--- config.mk ---
export PLATFORM = sky130hd
export DESIGN_NAME = arp_nh_front
export DESIGN_NICKNAME = d
export VERILOG_FILES = /design/src/sv/arp_nh_pkg.sv /design/src/sv/arp_nh_front.sv
export SDC_FILE = /design/constraint.sdc
export NUM_CORES = 1
export LEC_CHECK = 0
export BUFFER_PORTS_ARGS = -buffer_cell sky130_fd_sc_hd__buf_4
export CAP_MARGIN = 10
export CELL_PAD_IN_SITES_DETAIL_PLACEMENT = 1
export CELL_PAD_IN_SITES_GLOBAL_PLACEMENT = 1
export CORE_MARGIN = 3
export CORE_UTILIZATION = 37
export CTS_CLUSTER_DIAMETER = 100
export DETAILED_ROUTE_END_ITERATION = 12
export HOLD_SLACK_MARGIN = 0.15
export PLACE_DENSITY = 0.81
export SYNTH_ARGS = -nofsm -noshare
export SYNTH_HDL_FRONTEND = slang
export SYNTH_SLANG_ARGS = --single-unit
--- constraint.sdc ---
create_clock -name clk_i -period 2.3 [get_ports clk_i]
set_input_delay 0.46 -clock clk_i [delete_from_list [all_inputs] [get_ports clk_i]]
set_output_delay 0.46 -clock clk_i [all_outputs]
set_load 0.005 [all_outputs]
--- src/sv/arp_nh_pkg.sv ---
package arp_nh_pkg;

  localparam int unsigned ADDR_W      = 32;
  localparam int unsigned MAC_W       = 48;
  localparam int unsigned TDATA_W     = 80;  // address and mac, whole bytes
  localparam int unsigned IN_TUSER_W  = 1;
  localparam int unsigned OUT_TUSER_W = 4;
  localparam int unsigned ENTRY_W     = ADDR_W + MAC_W;
  localparam int unsigned CFG_IDX_W   = 2;
  localparam int unsigned QUEUE_DEPTH = 2;

  // configuration register indexes
  localparam logic [CFG_IDX_W-1:0] REG_LOCAL_ADDRESS   = 2'd0;
  localparam logic [CFG_IDX_W-1:0] REG_SUBNET_MASK     = 2'd1;
  localparam logic [CFG_IDX_W-1:0] REG_GATEWAY_ADDRESS = 2'd2;

  localparam logic [ADDR_W-1:0] LOCAL_ADDRESS_RST   = 32'hC0A8_0164;
  localparam logic [ADDR_W-1:0] SUBNET_MASK_RST     = 32'hFFFF_FF00;
  localparam logic [ADDR_W-1:0] GATEWAY_ADDRESS_RST = 32'hC0A8_0101;

  localparam logic [MAC_W-1:0] BCAST_MAC = {MAC_W{1'b1}};

  // result tuser bit positions
  localparam int unsigned U_HIT     = 0;
  localparam int unsigned U_REQUEST = 1;
  localparam int unsigned U_STORED  = 2;
  localparam int unsigned U_FULL    = 3;

  typedef enum logic {
    MODE_RESOLVE = 1'b0,
    MODE_ADD     = 1'b1
  } mode_e;

  // classified item: addr is the next hop for a resolve, the new entry ip for an add
  typedef struct packed {
    mode_e             mode;
    logic [ADDR_W-1:0] addr;
    logic [MAC_W-1:0]  mac;
  } item_t;

  typedef struct packed {
    logic full;
    logic empty;
  } q_status_t;

endpackage

--- src/sv/arp_nh_front.sv ---
module arp_nh_front (
  input  logic                                clk_i,
  input  logic                                rst_ni,
  input  logic                                cfg_valid_i,
  output logic                                cfg_ready_o,
  input  logic [arp_nh_pkg::CFG_IDX_W-1:0]    cfg_index_i,
  input  logic [arp_nh_pkg::ADDR_W-1:0]       cfg_data_i,
  input  logic                                in_valid_i,
  output logic                                in_ready_o,
  input  logic [arp_nh_pkg::TDATA_W-1:0]      in_data_i,
  input  logic [arp_nh_pkg::IN_TUSER_W-1:0]   in_user_i,
  output logic                                push_o,
  output arp_nh_pkg::item_t                   push_item_o,
  input  arp_nh_pkg::q_status_t               q_status_i
);

  logic [arp_nh_pkg::ADDR_W-1:0] local_q, mask_q, gateway_q;
  logic [arp_nh_pkg::ADDR_W-1:0] dest;
  logic [arp_nh_pkg::ADDR_W-1:0] hop;
  arp_nh_pkg::mode_e             mode;

  assign cfg_ready_o = 1'b1;

  always_ff @(posedge clk_i or negedge rst_ni) begin
    if (!rst_ni) begin
      local_q   <= arp_nh_pkg::LOCAL_ADDRESS_RST;
      mask_q    <= arp_nh_pkg::SUBNET_MASK_RST;
      gateway_q <= arp_nh_pkg::GATEWAY_ADDRESS_RST;
    end else if (cfg_valid_i) begin
      if (cfg_index_i == arp_nh_pkg::REG_LOCAL_ADDRESS) begin
        local_q <= cfg_data_i;
      end
      if (cfg_index_i == arp_nh_pkg::REG_SUBNET_MASK) begin
        mask_q <= cfg_data_i;
      end
      if (cfg_index_i == arp_nh_pkg::REG_GATEWAY_ADDRESS) begin
        gateway_q <= cfg_data_i;
      end
    end
  end

  assign mode = arp_nh_pkg::mode_e'(in_user_i[0]);
  assign dest = in_data_i[arp_nh_pkg::ADDR_W-1:0];
  // off-subnet destinations resolve through the gateway
  assign hop  = ((dest & mask_q) != (local_q & mask_q)) ? gateway_q : dest;

  assign in_ready_o       = !q_status_i.full;
  assign push_o           = in_valid_i && !q_status_i.full;
  assign push_item_o.mode = mode;
  assign push_item_o.addr = (mode == arp_nh_pkg::MODE_ADD) ? dest : hop;
  assign push_item_o.mac  = in_data_i[arp_nh_pkg::TDATA_W-1:arp_nh_pkg::ADDR_W];

endmodule

* Word-level counts from Yosys, hierarchy flattened
Index checks and enable logic that the tools add are counted.
** Word-level totals
- Register bits after elaboration :: 96
- Bits in latches :: 0
- RAM bits :: 0
- Bits in read-only memories :: 0
- Bits of input ports :: 121
- Output and inout bits :: 84
- Logic and storage cells :: 16
- Memories kept :: 0
** Operators by class
- $add $sub $neg :: 0
- Multipliers :: 0
- Divide/modulo/power cells :: 0
- $lt $le $gt $ge :: 0
- Eq/ne operators :: 3
- Shift operators :: 0
- Mux-type cells :: 2
- Bitwise gates (word level) :: 2
- Reductions and logical operators :: 6
** Operators by type and width (number)
- $and A32 B32 Y32 :: 2
- $mux W32 :: 2
- $ne A32 B32 Y1 :: 1
- $reduce_and A2 Y1 :: 3
- $eq A2 B1 Y1 const B :: 1
- $eq A2 B2 Y1 const B :: 1
- $logic_not A2 Y1 :: 1
- $logic_and A1 B1 Y1 :: 1
- $logic_not A1 Y1 :: 1

* Longest topological paths before layout
- Word-level depth :: 4
- Gate-level depth with buffers :: 7
- Gate-level depth less buffers :: 6

* Worst setup path before layout
No wires, ideal clock.
- Kind :: input to output
- From :: input port in_data_i[23] in the netlist's numbering
- To :: output port push_item_o[50] in the netlist's numbering
- Arrival time :: 1.737 ns
- Data required time :: 1.840 ns
- Slack :: 0.103 ns
- Cell stages on the path :: 7
- Path buffers :: 1
- Path through :: xor2_1 > a22oi_1 > nand4_1 > nor4_2 > nor2_2 > buf_6 > mux2_4
** RTL lines
- start: declaration :: RTL line arp_nh_front.sv:10 : input logic [arp_nh_pkg::TDATA_W-1:0] in_data_i,
- end: declaration :: RTL line arp_nh_front.sv:13 : output arp_nh_pkg::item_t push_item_o,

==> impl_metrics.toml <==
[route]
drt_iter0_drc = 47
routed_via_density = 4.84
drcViolationCount = 0
antenna_left = 0
wl_mm = 10.5
dr.pass1.iters = 6
vias = 2843
routedWlPerCell_um = 17.9

[power]
power_mw = 4.80
seqPwrFrac_pct = 47.9
switching_share_pct = 24.5
p_switching_mw = 1.18
leakagePower_nw = 2.55
pwr-share-comb_pct = 21.5
power_frac_clock_pct = 30.6
p_int_mw = 3.62
ir_drop_v = 0.000439
power_density_nw_per_um2 = 815

[logic_synthesis]
postSynthCellCount = 346
ys_warn_count = 0
ys_ff_latch = 96
ys_seq_area_share_pct = 50.8
synth.distinct_cells = 19
yosys_most_used_dff = "dfrtp_1"
yosys.area.top_type = "mux2_2"
syn_nets = 467
syn-cell-area_um2 = 4830
synth-edff-count = 0
avgSynthCellArea_um2 = 14.0
synth.top_cell.area_share_pct = 29.1
yosys-top-cells-area = "mux2_2 (29%), dfrtp_1 (29%), dfstp_2 (22%)"
async_flop_share_pct = 100

[finish]
fin_cells = 588
antennaDiodeCount = 0
final_layout_size_suffix_gt1_share_pct = 73.6
area_growth_pct = 21.8
nFillCells = 1308
num-nets-final = 532

[placed_design]
dp.cells = 571
pre_cts_ws_ns = -0.523
gp_congestion = 0.752
dp_hpwl_mm = 7.77
io_buffer_count = 106

[critical_path]
slowest_stage = "dfstp_2"
critical-path-max-stage-delay_ns = 0.55
end_kind = "primary output"
cp_top_family = "simple AND/OR/NAND/NOR gates"
crit_fanout = 17
worstPathArrival_ns = 2.35
crit_buf_inv = 2
cp.required_ns = 1.84
path_cells = "xor2_2 -> a22oi_2 -> nand4_1 -> nor4_4 -> nor2_4 -> buf_12 -> mux2_2 -> buf_4"
startpoint_type = "register"
crit_type = "reg2out"

[cts]
post_cts_buffers = 0
cts_tree = "built"
cts_buffers = 9
insertion_delay_ns = 0.34
cts.sinks = 96
clockRootBuffer = "clkbuf_16"
clk_pin_slew_ns = 0.07
clock_tree.htree_level_count = 3
ctsLongestPathBuffers = 2

[run]
maxCapViolations = 0

[die]
die-area_um2 = 14500
die_w_um = 120
die_h_um = 120
start_util_pct = 38.1
rows = 41
num_io_pins = 205
core_area_um2 = 12700

[global_routing]
grt_overflow = 0
grt_max_degree = 49
track_usage_pct = 15.0
grt_pass1_wl_mm = 16.9
antenna_found_initial = 0
grt_pass1_vias = 3262

[timing]
setup_ws_ns = -0.509
finalHoldViolCount = 0
rsz0062_at_grt = "true"
maxSlewViolCount = 0
skew_ns = 0
post-route-period-util_pct = 122
fmax_ghz = 0.356
setup_violations = 32
finalSetupTns_ns = -15.50
period_needed_ns = 2.81

[run_status]
status = "finished, violations left"
violations = "setup timing"

[hold_path]
hp-class = "in2reg"
-- path summary, 6_finish.rpt --
kind                                 from               to  slack (ns)  cells after the start
setup / recovery               local_q[8]  push_item_o[54]       -0.51                      8
hold / removal             cfg_data_i[15]    gateway_q[15]        0.37                      2
setup reg to reg                mask_q[3]        mask_q[3]        1.51                      1
hold reg to reg             gateway_q[26]    gateway_q[26]        0.50                      1
max in group asynchronous          rst_ni      local_q[30]        1.04                      3
min in group asynchronous          rst_ni    gateway_q[15]        0.57                      2
-- logic make-up (layout without fill, tap and decap cells) --
group | Yosys count | after routing | share of synthesized area [%]
buffers and inverters | 63 | 133 | 9.32
and+or+nand+nor | 10 | 10 | 1.50
xor gates and xnor gates | 32 | 32 | 5.80
AOI/OAI and AO/OA | 16 | 16 | 2.49
muxes | 128 | 128 | 30.1
other | 1 | 1 | 0.0776
DFF | 96 | 96 | 50.8
-- layout by cell type, fill, tap and decap left out, drive strengths merged, types with 2 or more instances in the layout --
| cell type | count |
|---|---|
| a22oi | 16 |
| nand4 | 4 |
| xor2 | 32 |
| nand3b | 2 |
| buf | 115 |
| dfstp | 40 |
| clkbuf | 15 |
| dfrtp | 56 |
| mux2 | 128 |
-- synth_stat cells, types with 2 or more instances --
cell / instances
clkbuf_1: 4
buf_6: 3
mux2_2: 125
buf_4: 50
xor2_1: 32
dfstp_2: 40
a22oi_1: 16
nand3b_1: 2
buf_1: 2
nand4_1: 4
buf_2: 3
mux2_4: 3
dfrtp_1: 56
-- layer usage --
metal  part of all wire, %  vias to the layer above  routed length (µm)  global-route usage (%)
li1                      -                     1294                   -                       -
met1                    41                     1448                4330                    18.0
met4                   1.7                        0                 176                    5.74
met3                   5.8                       19                 608                    3.93
met2                    51                       82                5400                    26.0
met5                     0                        -                   0                       0
-- state kept, by name, summed over array words and instances, names as in the netlist --
register	flops
gateway_q	32
local_q	32
mask_q	32
-- cell type report --
cell class	instances	area, µm²	area share (%)
flip-flops and latches	96	2450	41.7
multi-input cells	187	2000	34.0
repair buffers	116	926	15.7
clock buffers	15	258	4.38
well taps	172	215	3.66
clock inverters	1	30.0	0.510
inverters	1	3.75	0.0638
-- repair_timing --
action / CTS / global route
endpoints found under the hold margin: 13 / 0
endpoints found under the setup margin: 32 / 32
gates resized for setup: 9 / 5
pin swaps: 6 / 1
hold buffers: 1 / 0
-- per-stage QoR --
step | utilization [%] | hold WS (ns) | instance area [µm²]
3_3_place_gp | 43.5 | 0.395 | 5510
6_report | 46.4 | 0.365 | 5880
5_1_grt | 46.4 | 0.355 | 5880
2_1_floorplan | - | 0.164 | 4830
3_5_place_dp | 43.5 | 0.397 | 5510
4_1_cts | 46.2 | 0.349 | 5850
-- power groups by stage --
stage               clock network (mW)  logic, mW  registers, mW
floorplan                            0      0.666           2.25
global placement                     0      0.973           2.29
detailed placement                   0       1.01           2.32
CTS                               1.52       1.05           2.30
global route                      1.58       1.14           2.35
finish                            1.47       1.03           2.30
No activity file was read; power rests on OpenSTA's default activity.
