==> config.mk <==
export PLATFORM = sky130hd
export DESIGN_NAME = arp_nh_queue
export DESIGN_NICKNAME = d
export VERILOG_FILES = /design/src/sv/arp_nh_pkg.sv /design/src/sv/arp_nh_queue.sv
export SDC_FILE = /design/constraint.sdc
export NUM_CORES = 1
export LEC_CHECK = 0
export ABC_AREA = 1
export BUFFER_PORTS_ARGS = -buffer_cell sky130_fd_sc_hd__buf_2
export CORE_MARGIN = 2
export CORE_UTILIZATION = 45
export DETAILED_ROUTE_END_ITERATION = 6
export PLACE_DENSITY = 0.72
export SYNTH_ARGS = -nofsm -noshare
export SYNTH_HDL_FRONTEND = slang
export SYNTH_SLANG_ARGS = --single-unit
==> constraint.sdc <==
create_clock -name clk_i -period 6.1 [get_ports clk_i]
set_clock_uncertainty 0.2 [all_clocks]
set_input_delay 0.61 -clock clk_i [delete_from_list [all_inputs] [get_ports clk_i]]
set_output_delay 0.61 -clock clk_i [all_outputs]
set_load 0.01 [all_outputs]
==> src/sv/arp_nh_pkg.sv <==
package arp_nh_pkg;

  localparam int unsigned ADDR_W      = 32;
  localparam int unsigned MAC_W       = 48;
  localparam int unsigned TDATA_W     = 80;  // address and mac, whole bytes
  localparam int unsigned IN_TUSER_W  = 1;
  localparam int unsigned OUT_TUSER_W = 4;
  localparam int unsigned ENTRY_W     = ADDR_W + MAC_W;
  localparam int unsigned CFG_IDX_W   = 2;
  localparam int unsigned QUEUE_DEPTH = 2;

  // configuration register indexes
  localparam logic [CFG_IDX_W-1:0] REG_LOCAL_ADDRESS   = 2'd0;
  localparam logic [CFG_IDX_W-1:0] REG_SUBNET_MASK     = 2'd1;
  localparam logic [CFG_IDX_W-1:0] REG_GATEWAY_ADDRESS = 2'd2;

  localparam logic [ADDR_W-1:0] LOCAL_ADDRESS_RST   = 32'hC0A8_0164;
  localparam logic [ADDR_W-1:0] SUBNET_MASK_RST     = 32'hFFFF_FF00;
  localparam logic [ADDR_W-1:0] GATEWAY_ADDRESS_RST = 32'hC0A8_0101;

  localparam logic [MAC_W-1:0] BCAST_MAC = {MAC_W{1'b1}};

  // result tuser bit positions
  localparam int unsigned U_HIT     = 0;
  localparam int unsigned U_REQUEST = 1;
  localparam int unsigned U_STORED  = 2;
  localparam int unsigned U_FULL    = 3;

  typedef enum logic {
    MODE_RESOLVE = 1'b0,
    MODE_ADD     = 1'b1
  } mode_e;

  // classified item: addr is the next hop for a resolve, the new entry ip for an add
  typedef struct packed {
    mode_e             mode;
    logic [ADDR_W-1:0] addr;
    logic [MAC_W-1:0]  mac;
  } item_t;

  typedef struct packed {
    logic full;
    logic empty;
  } q_status_t;

endpackage

==> src/sv/arp_nh_queue.sv <==
module arp_nh_queue (
  input  logic                  clk_i,
  input  logic                  rst_ni,
  input  logic                  push_i,
  input  arp_nh_pkg::item_t     push_item_i,
  input  logic                  pop_i,
  output arp_nh_pkg::item_t     head_o,
  output arp_nh_pkg::q_status_t status_o
);

  localparam int unsigned PTR_W = (arp_nh_pkg::QUEUE_DEPTH > 1) ?
                                  $clog2(arp_nh_pkg::QUEUE_DEPTH) : 1;
  localparam int unsigned CNT_W = $clog2(arp_nh_pkg::QUEUE_DEPTH + 1);
  localparam logic [PTR_W-1:0] LAST_PTR = PTR_W'(arp_nh_pkg::QUEUE_DEPTH - 1);
  localparam logic [CNT_W-1:0] FULL_CNT = CNT_W'(arp_nh_pkg::QUEUE_DEPTH);

  arp_nh_pkg::item_t mem_q [arp_nh_pkg::QUEUE_DEPTH];
  logic [PTR_W-1:0]  wr_ptr_q, wr_ptr_d;
  logic [PTR_W-1:0]  rd_ptr_q, rd_ptr_d;
  logic [CNT_W-1:0]  count_q, count_d;
  logic              do_push, do_pop;

  assign status_o.full  = (count_q == FULL_CNT);
  assign status_o.empty = (count_q == '0);
  assign do_push = push_i && !status_o.full;
  assign do_pop  = pop_i && !status_o.empty;
  assign head_o  = mem_q[rd_ptr_q];

  always_comb begin
    wr_ptr_d = wr_ptr_q;
    rd_ptr_d = rd_ptr_q;
    count_d  = count_q;
    if (do_push) begin
      wr_ptr_d = (wr_ptr_q == LAST_PTR) ? '0 : wr_ptr_q + PTR_W'(1);
    end
    if (do_pop) begin
      rd_ptr_d = (rd_ptr_q == LAST_PTR) ? '0 : rd_ptr_q + PTR_W'(1);
    end
    if (do_push && !do_pop) begin
      count_d = count_q + CNT_W'(1);
    end else if (do_pop && !do_push) begin
      count_d = count_q - CNT_W'(1);
    end
  end

  always_ff @(posedge clk_i or negedge rst_ni) begin
    if (!rst_ni) begin
      wr_ptr_q <= '0;
      rd_ptr_q <= '0;
      count_q  <= '0;
    end else begin
      wr_ptr_q <= wr_ptr_d;
      rd_ptr_q <= rd_ptr_d;
      count_q  <= count_d;
    end
  end

  always_ff @(posedge clk_i) begin
    if (do_push) begin
      mem_q[wr_ptr_q] <= push_item_i;
    end
  end

endmodule

* Word-level counts from Yosys, hierarchy flattened
Memory sizes are Yosys's and may differ from the RTL's.
Index checks and enable logic that the tools add are counted.
** Storage, ports and cells
- Register bits after elaboration :: 4
- Memory bits (writable) :: 162
- Input port bits :: 85
- Output and inout port bits :: 83
- Logic and storage cells :: 25
- Memories :: 1
** Cells by class
- Add/subtract/negate cells :: 4
- Equal/unequal tests :: 1
- Mux-type cells :: 6
- Reductions and logical operators :: 10
** Memories
- mem_q :: words 2, width 81, read ports 1, clocked after memory_dff 0, wr ports 1, RTL line arp_nh_queue.sv:17 : arp_nh_pkg::item_t mem_q [arp_nh_pkg::QUEUE_DEPTH];
** Operator list (count)
- 1-bit logical AND :: 4
- 1-bit zero test :: 4
- 1-bit two-way mux :: 4
- 2-bit two-way mux :: 2
- 1-bit adder, second input constant :: 2
- 2-bit by 1-bit adder with 2-bit output, second input constant :: 1
- 2-bit equality test, second input constant :: 1
- 2-bit zero test :: 1
- 2-bit nonzero test :: 1
- 2-bit by 1-bit subtractor with 2-bit output, second input constant :: 1

* Logic depth before layout (Yosys ltp)
Gate-level depths: netlist of the first run.
- Depth in word-level cells :: 7
- Mapped depth :: 9
- Gate-level depth less buffers :: 9

* Worst setup path after synthesis of the first run
Ideal clock, no wire load.
- Path type :: input to register
- Start :: in push_i
- End :: mem mem_q[1][0] (netlist bit), enable pin
- Setup time :: 0.521 ns
- Arrival time :: 4.094 ns
- Required time :: 5.379 ns
- Path slack :: 1.285 ns
- Cell stages on the path :: 2
- Buffers on the path :: 0
- Cell sequence :: o21ai_0 -> nor2_1
** On the way
- Word-level cells in the longest chain between the ends :: 3
** RTL lines
- from (decl) :: RTL line arp_nh_queue.sv:4 : input logic push_i,
- 1-bit logical AND :: RTL line arp_nh_queue.sv:25 : assign do_push = push_i && !status_o.full;
- 1-bit two-way mux :: RTL line arp_nh_queue.sv:59 : if (do_push) begin
- 1-bit two-way mux (not written as such) :: RTL line arp_nh_queue.sv:60 : mem_q[wr_ptr_q] <= push_item_i;
- to (decl) :: RTL line arp_nh_queue.sv:17
No other way between the ends.

==> metrics.yaml, run 1 <==
outcome: "finished, final reports clean"
cts_made_buffers: 17
crit_path_cell_trace: "inv_2, buf_4, nand2_1, nand2_1, buf_2"
met2WireLength_um: 5850
clk_pin_slew_ps: 60
maxCapViolations: 0
rsz0062_at_grt: "no"
rr_worst_depth: 4
worstPathRequired_ps: 5290
drc: 0
grt_max_degree: 83
crit_path_top_delay_cell: "buf_4"
switchingPower_mw: 1.25
dr.pass1.iters: 4
cts_setup_buffers: 0
p_seq_share_pct: 42.6
crit_path_end_kind: "output port"
grt_pass1_wl_um: 18100
antenna_found_initial: 0
synth_cell_type_count: 16
diodes: 0
final_common_cell: "nand2_1"
rows: 42
syn_to_final_growth_pct: 25.4
power_leakage_nw: 3.33
antenna_left: 0
tns_ps: 0
multi_input_area_um2: 1020
h-tree-depth: 4
drive_above_1_share_pct: 32.0
startpoint_type: "flop"
grt_pass1_vias: 3754
pwr-share-clk_pct: 27.7
power_density_nw_per_um2: 494
holdPathStages: 1
layout_common_cells: "252 x nand2_1, 167 x buf_2, 162 x edfxtp_1"
swShare_pct: 32.7
max-slew-margin-rel_pct: 31.6
grtUsageTotal_pct: 16.7
via_per_inst: 4.67
wl_met3_um: 934
path_max_fanout: 65
cts_buffer_depth: 2
gr-total-overflow: 0
root_buffer: "clkbuf_16"
synthCells: 454
num_vias: 3818
place.gp.congestion: 0.717
fin_nets: 714
die_w_um: 121
path_class: "reg2out"
die_area_um2: 14600
worst_slew_pin_slew_ps: 1020
max_stage_delay_ps: 650
worstHoldStart: "push_item_i[72]"
cts_tree: "built"
finalCritPeriodShare_pct: 48.8
ir_drop_mv: 0.240
start_util_pct: 46.2
fill_cells: 1090
p_int_mw: 2.57
die_height_um: 121
whs_ps: 168
fmax_mhz: 336
netlist_area_um2: 6150
highest_layer: "met4"
yosysSeqAreaShare_pct: 80.7
coreArea_um2: 13300
wl_met1_um: 4690
rr_startpoint: "count_q[1]"
syn_area_per_cell_um2: 13.5
place_hpwl_um: 7210
drt-total-wl_um: 11600
crit_start: "rd_ptr_q"
drv_slew: 0
clock-sinks: 166
cp_common_cell: "nand2_1"
period_minus_slack_ps: 2970
cp.arrival_ps: 2160
ys_seq_elements: 166
yosys_warnings: 0
io_pins: 168
wire_per_inst_um: 14.2
dr.first_iter.drc_count: 319
io_buffers: 167
post-route-util_pct: 58.0
synthesis.nets: 540
hold_violations: 0
regArea_um2: 4970
min_path_type: "in2reg"
comb_power_share_pct: 29.7
clock_latency_ps: 430
setup_violations: 0
per-stage QoR:
stage / setup WS, ps / std cells / total power, mW / instance area (um^2)
global route: 2980 / 817 / 4.05 / 7710
finish: 3130 / 817 / 3.81 / 7710
global placement: 3120 / 784 / 2.78 / 7110
detailed placement: 3040 / 784 / 2.81 / 7110
CTS: 3110 / 817 / 3.87 / 7710
floorplan: 1280 / 454 / 2.39 / 6150
cell families after synthesis:
group           count (synthesis)  share of synthesized area [%]
compound gates                  2                          0.163
xor+xnor                        1                          0.142
fa+ha+maj                       1                          0.203
buf+inv                        25                           2.73
flops                         166                           80.7
simple gates                  259                           16.0
synthesized netlist by cell type:
cell | instances | area, um^2
xnor2_1 | 1 | 8.76
nor2_2 | 2 | 12.5
buf_6 | 8 | 90.1
nand3_1 | 1 | 5.00
nand2_1 | 252 | 946
nor2_1 | 2 | 7.51
o21ai_0 | 2 | 10.0
buf_4 | 1 | 7.51
buf_2 | 8 | 40.0
nand4_1 | 1 | 6.26
nand3b_1 | 1 | 7.51
edfxtp_1 | 162 | 4860
inv_2 | 1 | 3.75
dfrtp_1 | 4 | 100
inv_1 | 7 | 26.3
ha_1 | 1 | 12.5
worst max-delay path: cells and delay by family, from the launching register on:
kind,cells,cell delay [ps]
and+or+nand+nor,2,240
buffers and inverters,3,1040
DFF,1,420
repair_timing:
action                    in CTS  in global routing
resized for setup              0                  0
hold buffers                   1                  0
hold endpoints to repair       4                  0
state kept, by name, summed over array words and instances (netlist names):
| name | count |
|---|---|
| count_q | 2 |
| wr_ptr_q | 1 |
| rd_ptr_q | 1 |
| mem_q | 162 |
layout make-up:
| class | instances | share of cell area (%) |
|---|---|---|
| clock inverter | 12 | 2.01 |
| timing repair buffer | 172 | 11.4 |
| sequential | 166 | 64.4 |
| inverter | 8 | 0.406 |
| multi-input combinational | 263 | 13.3 |
| tap | 176 | 2.86 |
| clock buffer | 20 | 5.66 |
power groups by stage:
stage	sequential (mW)	combinational, mW	clock, mW
after global routing	1.65	1.28	1.12
final	1.62	1.13	1.06
after floorplan	1.65	0.734	0
after global placement	1.64	1.14	0
after detailed placement	1.65	1.16	0
after CTS	1.62	1.16	1.08
layer usage:
layer  GRT usage, %  up-vias
li1               -     1876
met3           5.59       15
met1           20.0     1774
met5              0        -
met2           27.8      153
met4           6.69        0
final timing paths:
path / endpoint / slack (ps)
max reg2reg: mem_q[1][9] / 3310
max in group asynchronous: rd_ptr_q / 5250
max: head_o[80] / 3130
min reg2reg: wr_ptr_q / 300
min in group asynchronous: count_q[1] / 310
min: mem_q[1][72] / 170
No activity file was read; power rests on OpenSTA's default activity.
==> run 2: changes to the inputs <==
==> constraint.sdc (replaced) <==
create_clock -name clk_i -period 3 [get_ports clk_i]
set_clock_uncertainty 0.2 [all_clocks]
set_input_delay 0.3 -clock clk_i [delete_from_list [all_inputs] [get_ports clk_i]]
set_output_delay 0.3 -clock clk_i [all_outputs]
set_load 0.01 [all_outputs]
==> run 2 against run 1 <==
Effect of this change:
- core utilization grew 6.7 points
- non-clock buffer count up 84
- critical path depth did not move
==> metrics.yaml, run 2 (synthesis results as in run 1) <==
gr-total-overflow: 0  # unchanged
die_area_um2: 14600  # unchanged
power_density_nw_per_um2: 931  # was 494 nW/um^2
largest_reg_flops: 162  # unchanged
grt_pass1_vias: 4249  # was 3754
clock-sinks: 166  # unchanged
outcome: "finished, final reports clean"  # unchanged
grt_max_degree: 83  # unchanged
cts_buffer_depth: 2  # unchanged
io_pins: 168  # unchanged
num_vias: 4178  # was 3818
die_height_um: 121  # unchanged
drive_above_1_share_pct: 28.6  # was 32.0%
whs_ps: 83.2  # was 168 ps
h-tree-depth: 4  # unchanged
final_common_cell: "nand2_1"  # unchanged
dr.first_iter.drc_count: 273  # was 319
antenna_left: 0  # unchanged
crit_start: "rd_ptr_q"  # unchanged
finalCritPeriodShare_pct: 76.5
max-slew-margin-rel_pct: 54.1  # was 31.6%
diodes: 0  # unchanged
dr.pass1.iters: 5  # was 4
startpoint_type: "flop"  # unchanged
clk_pin_slew_ps: 60  # about the same
top_register: "mem_q"  # unchanged
tns_ps: 0  # unchanged
antenna_found_initial: 0  # unchanged
power_leakage_nw: 3.72  # was 3.33 nW
clock_latency_ps: 410  # was 430 ps
start_util_pct: 46.2  # unchanged
wire_per_inst_um: 14.2  # about the same
max_stage_delay_ps: 560  # was 650 ps
period_minus_slack_ps: 2290
layout_common_cells: "252 x nand2_1, 167 x buf_2, 162 x edfxtp_1"  # unchanged
place.gp.congestion: 0.742  # was 0.717
min_path_type: "in2async"  # was in2reg
crit_family: "buffers and inverters"  # unchanged
cts_resized: 0  # unchanged
place_hpwl_um: 7350  # was 7210 um
grt_pass1_wl_um: 20100  # was 18100 um
fmax_mhz: 436
path_max_fanout: 82  # was 65
die_w_um: 121  # unchanged
rsz0062_at_grt: "no"  # unchanged
cp_common_cell: "nand2_1"  # unchanged
fin_nets: 798  # was 714
ir_drop_mv: 0.469  # was 0.240 mV
cp.arrival_ps: 1790  # was 2160 ps
maxCapViolations: 0  # unchanged
rr_startpoint: "count_q[0]"  # was count_q[1]
worst_slew_pin_slew_ps: 688  # was 1020 ps
hold_violations: 0  # unchanged
path_class: "reg2out"  # unchanged
syn_to_final_growth_pct: 39.9  # was 25.4%
crit_path_cell_trace: "inv_2, buf_12, nand2_1, nand2_1, buf_2"  # was inv_2, buf_4, nand2_1, nand2_1, buf_2
crit_path_end_kind: "output port"  # unchanged
root_buffer: "clkbuf_16"  # unchanged
drv_slew: 0  # unchanged
worstPathRequired_ps: 2500  # was 5290 ps
coreArea_um2: 13300  # unchanged
cts_made_buffers: 17  # unchanged
io_buffers: 167  # unchanged
largestRegisters: "mem_q: 162 flops, count_q: 2 flops"  # unchanged
drt-total-wl_um: 12800  # was 11600 um
cts_tree: "built"  # unchanged
rows: 42  # unchanged
path_buf_inv: 3  # unchanged
cts_hold_buf: 83  # was 1
drc: 0  # unchanged
cts_setup_buffers: 0  # unchanged
via_per_inst: 4.64  # was 4.67
setup_violations: 0  # unchanged
fill_cells: 1010  # was 1090
grtUsageTotal_pct: 18.3  # was 16.7%
crit_path_top_delay_cell: "dfrtp_2"  # was buf_4
## run 2: final cells by class
cell class              instances  area (um^2)  share of cell area [%]
clock inverters                13          180                    2.09
multi-input cells             263         1020                    11.9
inverters                       8         31.3                   0.364
repair buffers                256         1750                    20.3
flip-flops and latches        166         4970                    57.7
clock buffers                  19          433                    5.03
well taps                     176          220                    2.56
## run 2: final timing paths
path | end | slack [ps] | depth (start not counted)
max | head_o[53] | 710 | 5
min | wr_ptr_q | 80 | 2
max reg2reg | mem_q[1][26] | 1010 | 3
min reg2reg | wr_ptr_q | 280 | 2
max in group asynchronous | rd_ptr_q | 2380 | 2
min in group clk_i | wr_ptr_q | 90 | 5
## run 2: worst reg2reg max path: stages, from the launching register on
cell	delay, ps
dfrtp_1	470
o21ai_0	240
nor2_4	130
buf_4	580
## run 2: per-layer routing
layer | track usage (%) | part of all wire [%] | wire length (um)
met2 | 32.9 | 53 | 6840
met4 | 6.90 | 1.2 | 160
met3 | 5.26 | 5.0 | 647
met5 | 0 | 0 | 0
met1 | 20.5 | 40 | 5170
## run 2: power breakdown
part	internal, mW	leakage (nW)	total [mW]	switching (mW)
clock	1.39	0.296	2.22	0.828
combinational	0.864	1.87	2.46	1.59
sequential	3.16	1.55	3.33	0.171
total	5.42	3.72	8.01	2.59
## run 2: per-stage QoR
step | cell area [um^2] | total power, mW | setup WS (ps) | std cells | util (%)
3_3_place_gp | 7160 | 5.70 | 1080 | 786 | 53.8
4_1_cts | 8600 | 8.09 | 669 | 901 | 64.7
3_5_place_dp | 7160 | 5.77 | 1000 | 786 | 53.8
6_report | 8600 | 8.01 | 706 | 901 | 64.7
5_1_grt | 8600 | 8.48 | 532 | 901 | 64.7
2_1_floorplan | 6160 | 4.83 | 83.2 | 454 | -
==> run 3: changes to the inputs <==
--- a/config.mk
+++ b/config.mk
@@ -5,12 +5,12 @@
 export SDC_FILE = /design/constraint.sdc
 export NUM_CORES = 1
 export LEC_CHECK = 0
-export ABC_AREA = 1
+export ABC_AREA = 0
 export BUFFER_PORTS_ARGS = -buffer_cell sky130_fd_sc_hd__buf_2
 export CORE_MARGIN = 2
 export CORE_UTILIZATION = 45
 export DETAILED_ROUTE_END_ITERATION = 6
-export PLACE_DENSITY = 0.72
+export PLACE_DENSITY = 0.74
 export SYNTH_ARGS = -nofsm -noshare
 export SYNTH_HDL_FRONTEND = slang
 export SYNTH_SLANG_ARGS = --single-unit
==> constraint.sdc (replaced) <==
create_clock -name clk_i -period 1.9 [get_ports clk_i]
set_clock_uncertainty 0.2 [all_clocks]
set_input_delay 0.19 -clock clk_i [delete_from_list [all_inputs] [get_ports clk_i]]
set_output_delay 0.19 -clock clk_i [all_outputs]
set_load 0.01 [all_outputs]
==> run 3 against run 2 <==
Effect of this change:
- the flow now finishes with violations (negative setup slack)
- global-route usage is 2.4 points lower
- register-to-register slack worse by 860 ps
- combinational power is 120% higher
- final area is 8.8% higher
==> metrics.yaml, run 3 <==
outcome: "finished, violations left"  # was finished, final reports clean
violations: "negative setup slack"
layout_common_cells: "162 x edfxtp_1, 137 x buf_2, 85 x dlygate4sd3_1"  # was 252 x nand2_1, 167 x buf_2, 162 x edfxtp_1
place.gp.congestion: 0.762  # was 0.742
cts_buffer_depth: 2  # unchanged
wire_per_inst_um: 17.2  # was 14.2 um
io_buffers: 167  # unchanged
max_stage_delay_ps: 490  # was 560 ps
yosysSeqAreaShare_pct: 77.1  # was 80.7%
clock-sinks: 166  # unchanged
worstHoldStart: "push_item_i[53]"
fin_nets: 641  # was 798
maxCapViolations: 0  # unchanged
cp.arrival_ps: 1670  # was 1790 ps
netlist_area_um2: 6440  # was 6150 um^2
comb_power_share_pct: 37.9  # was 30.7%
power_leakage_nw: 3.81  # was 3.72 nW
startpoint_type: "flop"  # unchanged
largestRegisters: "mem_q: 162 flops, count_q: 2 flops"  # unchanged
crit_path_end_kind: "output port"  # unchanged
regArea_um2: 4970  # about the same
largest_reg_flops: 162  # unchanged
synth_common_cells: "162 x edfxtp_1, 79 x mux2_4, 8 x buf_12"  # was 252 x nand2_1, 162 x edfxtp_1, 8 x buf_2, 8 x buf_6, 7 x inv_1
die_height_um: 124  # was 121 um
fill_cells: 897  # was 1010
die_w_um: 124  # was 121 um
top_register: "mem_q"  # unchanged
ir_drop_mv: 0.902  # was 0.469 mV
r2r_setup_slack_ps: 150  # was 1010 ps
ys_seq_elements: 166  # unchanged
min_to: "mem_q[0][53]"
r2r-end: "mem_q[0][19]"  # was mem_q[1][26]
die_area_um2: 15300  # was 14600 um^2
swShare_pct: 27.6  # was 32.4%
yosys_warnings: 0  # unchanged
p_int_mw: 10.1  # was 5.42 mW
min_path_type: "in2reg"  # was in2async
power_density_nw_per_um2: 1490  # was 931 nW/um^2
antenna_found_initial: 0  # unchanged
worst_slew_pin_slew_ps: 385  # was 688 ps
antenna_left: 0  # unchanged
grt_pass1_vias: 3636  # was 4249
rr_startpoint: "count_q[0]"  # unchanged
finalCritPeriodShare_pct: 108
design_area_um2: 9360  # was 8600 um^2
fin_ws_ps: -161  # was 706 ps
start_util_pct: 46.2  # about the same
dr.first_iter.drc_count: 160  # was 273
synth-main-ff-cell: "edfxtp_1"  # unchanged
setup_violations: 80  # was 0
synthTopCellsByArea: "edfxtp_1 76%, mux2_4 18%, buf_12 2.5%"  # was edfxtp_1 79%, nand2_1 15%, dfrtp_1 1.6%
p_seq_share_pct: 37.6  # was 41.6%
path_buf_inv: 3  # unchanged
period_minus_slack_ps: 2060
synth_top_cell_area_share_pct: 75.5  # was 79.1%
syn_area_per_cell_um2: 23.8  # was 13.5 um^2
synth_most_common_cell: "edfxtp_1"  # was nand2_1
diodes: 0  # unchanged
dr.pass1.iters: 4  # was 5
drv_slew: 0  # unchanged
clk_pin_slew_ps: 60  # about the same
pwr-share-clk_pct: 24.4  # was 27.7%
syn_to_final_growth_pct: 45.3  # was 39.9%
synth_top_area_cell: "edfxtp_1"  # unchanged
crit_path_cell_trace: "buf_12, clkbuf_16, mux2_4, buf_6"  # was inv_2, buf_12, nand2_1, nand2_1, buf_2
multi_input_area_um2: 1330  # was 1020 um^2
placed_area_um2: 7510  # was 7160 um^2
synthCells: 271  # was 454
num_vias: 3533  # was 4178
io_pins: 168  # unchanged
rr_worst_depth: 4  # was 3
async_flop_share_pct: 2.41  # unchanged
path_max_fanout: 8  # was 82
tns_ps: -10880  # was 0 ps
h-tree-depth: 4  # unchanged
crit_path_top_delay_cell: "dfrtp_4"  # was dfrtp_2
rows: 43  # was 42
clock_latency_ps: 410  # about the same
switchingPower_mw: 3.86  # was 2.59 mW
fmax_mhz: 485
grtUsageTotal_pct: 15.9  # was 18.3%
coreArea_um2: 13900  # was 13300 um^2
root_buffer: "clkbuf_16"  # unchanged
drive_above_1_share_pct: 53.7  # was 28.6%
rsz0062_at_grt: "yes"  # was no
drc: 0  # unchanged
crit_family: "flip-flops"  # was buffers and inverters
max-slew-margin-rel_pct: 74.3  # was 54.1%
drt-total-wl_um: 12900  # was 12800 um
holdPathStages: 2
cts_made_buffers: 17  # unchanged
via_per_inst: 4.72  # was 4.64
synthesis.nets: 357  # was 540
grt_pass1_wl_um: 17700  # was 20100 um
grt_max_degree: 54  # was 83
synth_edf_count: 162  # unchanged
worstPathRequired_ps: 1510  # was 2500 ps
path_class: "reg2out"  # unchanged
place_hpwl_um: 7340  # was 7350 um
hold_violations: 0  # unchanged
cts_tree: "built"  # unchanged
gr-total-overflow: 0  # unchanged
final_common_cell: "edfxtp_1"  # was nand2_1
synth_cell_type_count: 15  # was 16
-- run 3: cell count changes in the layout (fill, tap and decap cells not counted), sizes merged, moves of 5 or more --
cell and delta:
buf +12, mux2 +81, clkbuf +5, nand2 -251, inv -6
-- run 3: logic make-up (layout without fill, tap and decap cells) --
| group | count (synthesis) | in the layout | synth area share (%) |
|---|---|---|---|
| flops | 166 | 166 | 77.1 |
| buf+inv | 11 | 308 | 2.78 |
| mux | 81 | 81 | 18.8 |
| compound gates | 1 | 1 | 0.0776 |
| xor+xnor | 5 | 5 | 0.680 |
| simple gates | 6 | 6 | 0.427 |
| fa+ha+maj | 1 | 1 | 0.194 |
-- run 3: metrics by stage --
step                setup WS [ps]  hold WS (ps)  total power, mW  utilization, %  instances
finish                       -161           296             14.0            67.1        748
global route                 -208           285             14.6            67.1        748
CTS                          -188           274             13.2            64.4        739
detailed placement            154          -197             9.60            53.9        621
global placement              207          -199             9.51            53.9        621
floorplan                    -542          -306             8.41               -        271
-- run 3: repair_timing --
item | in CTS | in global routing
gates cloned | 0 | 6
setup buffers | 1 | 3
gates resized for setup | 1 | 47
hold endpoints to repair | 168 | 0
setup endpoints to repair | 78 | 80
hold buffers | 85 | 0
-- run 3: worst reg2reg max path: stages (launching register included) --
cell	delay [ps]
dfrtp_1	440
nand2b_4	190
nand2_4	70
nor2_4	130
buf_4	360
-- run 3: power groups by stage --
stage,clock network (mW),registers (mW),logic (mW)
3_5_place_dp,0,5.37,4.23
4_1_cts,3.48,5.29,4.41
6_report,3.41,5.26,5.30
2_1_floorplan,0,5.27,3.14
3_3_place_gp,0,5.31,4.20
5_1_grt,3.63,5.33,5.65
-- run 3: routing by layer --
metal  vias to the layer above  track usage, %  share of wire (%)
met4                         0            7.03                2.2
met3                        27            4.76                5.1
met5                         -               0                  0
met2                       138            27.9                 53
met1                      1734            18.0                 40
li1                       1634               -                  -
-- run 3: how the worst max path moves through the flow --
stage	start	cells past startpoint	to	slack, ps
floorplan	count_q[0]	3	mem_q[0][0]	-540
global placement	count_q[0]	3	mem_q[1][27]	210
detailed placement	count_q[0]	4	mem_q[0][19]	150
CTS	rd_ptr_q	3	head_o[66]	-190
global route	rd_ptr_q	4	head_o[67]	-210
finish	rd_ptr_q	4	head_o[67]	-160
-- run 3: area by class of cell --
cell class                      instances  share of cell area, %
Timing Repair Buffer                  274                   23.8
Tap cell                              180                   2.41
Multi-Input combinational cell         94                   14.2
Clock buffer                           20                   4.77
Sequential cell                       166                   53.1
Inverter                                2                 0.0802
Clock inverter                         12                   1.64
